--- src/rtl/rmq_pkg.sv ---
// Package for the rotation-matrix-to-quaternion core: beat types, widths and constants.
// Has no dependencies. The other rtl files import it.
`default_nettype none
package rmq_pkg;
  localparam int FRAC_BITS = 16;
  localparam int RAD_W = 35;                 // radicand, always below 2^34
  localparam int SQ_W  = RAD_W + FRAC_BITS;  // shifted radicand
  localparam int S_W   = (SQ_W + 1) / 2;     // root width
  localparam int NUM_W = 2 * FRAC_BITS;      // dividend 2^(2F-1)
  localparam int DIF_W = 33;                 // off-diagonal sum or difference

  typedef struct packed {
    logic signed [31:0] m00, m01, m02, m10, m11, m12, m20, m21, m22;
  } mat_t;

  typedef struct packed {
    logic signed [31:0] quat_x, quat_y, quat_z, quat_w;
    logic               bad_matrix;
  } quat_t;

  // Carried along the pipeline next to the root and divider.
  typedef struct packed {
    logic [1:0]               axis;   // 3 means the trace path
    logic                     bad;
    logic signed [DIF_W-1:0]  d0, d1, d2;  // numerators for x,y,z (or w,qj,qk)
  } side_t;

  localparam logic [1:0] AX_TRACE = 2'd3;
endpackage
`default_nettype wire

--- src/rtl/rmq_sqrt_pipe.sv ---
// Pipelined bit-pair integer square root, one result bit per stage, with side data.
// Depends on rmq_pkg.
`default_nettype none
module rmq_sqrt_pipe import rmq_pkg::*; (
  input  wire logic            clk,
  input  wire logic            rst,
  input  wire logic            en,
  input  wire logic            in_valid,
  input  wire logic [SQ_W-1:0] in_rad,
  input  wire side_t           in_side,
  output logic                 out_valid,
  output logic [S_W-1:0]       out_root,
  output side_t                out_side
);
  logic [S_W-1:0] vld;

  always_ff @(posedge clk) begin
    if (rst) begin
      vld <= '0;
    end else if (en) begin
      vld <= {vld[S_W-2:0], in_valid};
    end
  end

  for (genvar g = 0; g < S_W; g++) begin : g_st
    logic [2*S_W-1:0] rem, val, rem_i, val_i;
    logic [S_W-1:0]   root, root_i;
    side_t            sd, sd_i;
    logic [2*S_W+1:0] trial, cur;
    if (g == 0) begin : g_in
      assign rem_i  = '0;
      assign root_i = '0;
      assign val_i  = {{(2*S_W-SQ_W){1'b0}}, in_rad};
      assign sd_i   = in_side;
    end else begin : g_chain
      assign rem_i  = g_st[g-1].rem;
      assign root_i = g_st[g-1].root;
      assign val_i  = g_st[g-1].val;
      assign sd_i   = g_st[g-1].sd;
    end
    always_comb begin
      cur   = {rem_i, val_i[2*S_W-1 -: 2]};
      trial = {{S_W{1'b0}}, root_i, 2'b01};
    end
    always_ff @(posedge clk) begin
      if (en) begin
        if (cur >= trial) begin
          rem  <= (2*S_W)'(cur - trial);
          root <= {root_i[S_W-2:0], 1'b1};
        end else begin
          rem  <= (2*S_W)'(cur);
          root <= {root_i[S_W-2:0], 1'b0};
        end
        val <= {val_i[2*S_W-3:0], 2'b00};
        sd  <= sd_i;
      end
    end
  end

  assign out_valid = vld[S_W-1];
  assign out_root  = g_st[S_W-1].root;
  assign out_side  = g_st[S_W-1].sd;
endmodule
`default_nettype wire

--- config.mk ---
export PLATFORM = sky130hd
export DESIGN_NAME = rmq_sqrt_pipe
export DESIGN_NICKNAME = d
export VERILOG_FILES = /design/src/rtl/rmq_pkg.sv /design/src/rtl/rmq_sqrt_pipe.sv
export SDC_FILE = /design/constraint.sdc
export NUM_CORES = 2
export LEC_CHECK = 0
export BUFFER_PORTS_ARGS = -buffer_cell sky130_fd_sc_hd__clkbuf_2
export CORE_MARGIN = 2
export CORE_UTILIZATION = 60
export CTS_BUF_LIST = sky130_fd_sc_hd__clkbuf_4 sky130_fd_sc_hd__clkbuf_8 sky130_fd_sc_hd__clkbuf_16
export DETAILED_ROUTE_END_ITERATION = 6
export PLACE_DENSITY = 0.76
export SKIP_LAST_GASP = 1
export SLEW_MARGIN = 15
export SYNTH_ARGS = -nofsm -noshare
export SYNTH_HDL_FRONTEND = slang
export SYNTH_SLANG_ARGS = --single-unit
export TNS_END_PERCENT = 10
--- constraint.sdc ---
create_clock -name clk -period 5.1 [get_ports clk]
set_clock_uncertainty 0.05 [all_clocks]
set_input_delay 1.02 -clock clk [delete_from_list [all_inputs] [get_ports clk]]
set_output_delay 1.02 -clock clk [all_outputs]
set_load 0.02 [all_outputs]
==> impl_results.md <==
* Reg2Reg Setup Slack at 0.62 ns
* Clock Root Buffer: clkbuf_16
* Pre-Repair DR Iteration Count at 6
* CTS buffer count at 460
* DR vias at 93.6k
* Vias in the first global route at 96.1k
* Hold Path Sink: g_st[0].val[31]
* Global-route wire length before repair at 570 mm
* Cell mode on critical path: nor4_1
* Dpl cells at 15.5k
* Reg area at 146000 µm²
* Post-Synth XOR/XNOR Area at 4.96%
* Final core area utilization at 67.7%
* Yosys warns at 0
* Initial Util at 60.2%
* Simple-gate share of the synthesized area at 7.68%
* Met3 Usage GRT at 3.30%
* Fin. Hold Viols at 0
* Dominant cell type by area after synthesis: edfxtp_1
* Logic pwr share at 10.2%
* Die Height at 561 µm
* CP Cell Sequence: nor4_1 -> nand2b_1 -> or4_1 -> nor4_1 -> or4b_1 -> a21oi_1 -> buf_4 -> inv_2 -> nand2_1 -> nor2_1 -> xor2_1
* Critical path buffers and inverters at 2
* Startpoint Class: flop
* Post-synthesis cell area at 186000 µm²
* M1 GR Usage at 28.3%
* Post-CTS Resized at 0
* Synth Area per Inst at 16.7 µm²
* Compound-Gate Fraction of Synth Area at 4.26%
* Skew-Pair Late Insertion Delay at 0.98 ns
* Post-synth cell types at 94
* CTS tree: built
* Min-delay src: in_rad[29]
* Placer congestion estimate at 0.960
* Reg power frac at 53.5%
* P&R area growth vs syn at 12.4%
* Status: complete, no violations
* I/O Buffers at 285
* Most common cell after layout, fill and taps aside: edfxtp_1
* Pint at 0.0710 W
* Share of cells above drive strength 1 at 11.0%
* Sw frac at 24.4%
* Mux share of post-synthesis cell area at 0.373%
* Detailed-route wire length at 370 mm
* DPL Wire Length at 238 mm
* Critical path required time at 5.71 ns
* RSZ-0062 raised after global routing: false
* Setup crit end kind: flop
* Pleak at 74.2 nW
* Multi-input logic area at 36900 µm²
* Synth Register Bits at 4887
* Most frequent cells in the layout: edfxtp_1 (4861), nor2_1 (633), nand2_1 (599)
* Worst reg2reg path depth at 11
* Max-Cap Viols at 0
* Gr busiest metal: met2
* Clock Sinks at 4887
* Min-Delay Path Depth at 1
* Syn_nets at 11.6k
* RR Startpoint: g_st[11].rem[42]
* Overflow after GRT at 0
* Initial drt markers at 8101
* Data arrival, critical path at 5.10 ns
* DIE WIDTH at 561 µm
* Fill count at 20.1k
* Cell Rows at 204
* Tcrit/Tclk final at 87.9%
* # IOs at 286
* Fin. max-slew vios at 0
* Post-route cell area at 209000 µm²
* DRC Markers at 0
* Hold WC Path Type: in2reg
* Critical path depth at 11
* Cells after Synth at 11.1k
* Async SR Flop Fraction at 0%
* Synth Area in Adders at 2.54%
* Initial antenna violation count at 23
* Largest cells by area after synthesis: edfxtp_1 (79%), xor2_1 (2.7%), ha_1 (2.5%)
* FMAX at 0.223 GHz
* Slew at the pin closest to its max-slew limit at 1.06 ns
* Post-CTS Setup Repair Bufs at 0
* Maximum fanout along the worst path at 28
* Post-layout min period at 4.48 ns
* Grt met2 use at 42.4%
* Wire per inst at 22.6 µm
* Switching pwr at 0.0229 W
* Rel. slew slack at 27.3%
* Clock group share of total power at 36.3%
* Setup violators final at 0
* Critical path's slowest cell: nor4_1
* NumNets Final at 12.4k
* Largest net degree at the start of global routing at 172
* All-Layer GR Usage at 23.5%
* Setup_tns at 0 ns
* Placed Area at 194000 µm²
* CTS HTree Levels at 5
* Die area at 314000 µm²
* Post-DRT Antenna Nets at 0
* Max Buffers Root-to-Sink at 4
* Fin cells at 16.4k
* Primary FF master, synth: edfxtp_1
* CTS Hold Bufs at 0
* Core area at 309000 µm²
* Largest family of logic cells by synthesized area: simple AND/OR/NAND/NOR gates
* Vias/cell at 5.71
* Share of the synthesized area in the top cell type at 78.6%
* Top delay family on crit path: simple AND/OR/NAND/NOR gates
* Worst VDD drop at 0.378 mV
* Power per cell area at 450 nW/µm²
* CP max stage delay at 0.64 ns
* RR Endpoint: g_st[12].rem[50]
* CTS clk-pin slew, worst paths at 0.07 ns
* Setup CP Type: reg2reg
* Pre-CTS WS at 0.729 ns
* Final worst slack at 0.617 ns
* Post-synth EDFFs at 4861
* Sequential fraction of the synthesis area at 78.8%
-- worst max-delay path by stage --
stage / from / to / slack [ns]
detailed placement: g_st[11].rem[16] / g_st[12].rem[50] / 0.73
global placement: g_st[11].rem[16] / g_st[12].rem[25] / 0.80
global route: g_st[11].rem[16] / g_st[12].rem[50] / 0.37
floorplan: g_st[6].rem[8] / g_st[7].rem[48] / 1.58
CTS: g_st[11].rem[16] / g_st[12].rem[50] / 0.63
finish: g_st[11].rem[42] / g_st[12].rem[50] / 0.62
-- cell usage after synthesis, drive strengths merged (31+ instances only) --
cell    instances
o21a           85
nor4          234
nor2          633
a211oi         33
and3           40
nand3         160
nand2         599
edfxtp       4861
or2            54
nand4         108
a31oi          33
mux2i          31
or4           132
o31ai          45
ha            377
nor2b          62
nand2b        120
o21bai         36
nor3          331
a21oi         400
a21o          126
o21ai         327
xnor2         488
or3           144
inv           487
clkbuf        138
xor2          564
mux2           34
buf            36
-- cell families after synthesis --
family                   Yosys count
flip-flops                      4887
AND/OR/NAND/NOR                 2780
AO/OA/AOI/OAI                   1272
XOR/XNOR                        1052
buffers and inverters            661
adder cells (fa/ha/maj)          377
multiplexers                      65
other                              1
-- sequential cells by signal, summed over array words and instances, names as in the netlist, 26 cells and up --
name / cells
g_st.sd_i: 102
out_side: 102
g_st.rem: 1156
g_st.val: 618
vld: 26
out_root: 26
g_st.val_i: 32
g_st.sd: 2448
g_st.root: 315
g_st.rem_i: 52
-- per-stage QoR --
step           total power, W  hold slack (ns)
2_1_floorplan          0.0564            0.350
3_3_place_gp           0.0601            0.350
3_5_place_dp           0.0604            0.355
4_1_cts                0.0948           0.0674
5_1_grt                0.0975            0.105
6_report               0.0940            0.160
-- power by group through the flow --
| stage | sequential (W) | clock, W | combinational (W) |
|---|---|---|---|
| after global routing | 0.0506 | 0.0364 | 0.0105 |
| after global placement | 0.0509 | 0 | 0.00923 |
| after floorplan | 0.0501 | 0 | 0.00625 |
| after detailed placement | 0.0510 | 0 | 0.00942 |
| final | 0.0503 | 0.0341 | 0.00955 |
| after CTS | 0.0503 | 0.0350 | 0.00950 |
-- layer usage --
metal  part of all wire [%]  wire [µm]
met1                     38     140000
met2                     53     196000
met3                    4.4      16300
met4                    4.7      17400
met5                  0.024         90
-- final cells by class --
cell class	count	area share, %
tap	4120	2.47
timing repair buffer	468	1.59
antenna	30	0.0359
clock inverter	287	1.38
multi-input combinational	5547	17.6
clock buffer	565	5.90
inverter	487	0.875
sequential	4887	70.1
(Power assumes the default switching activity.)
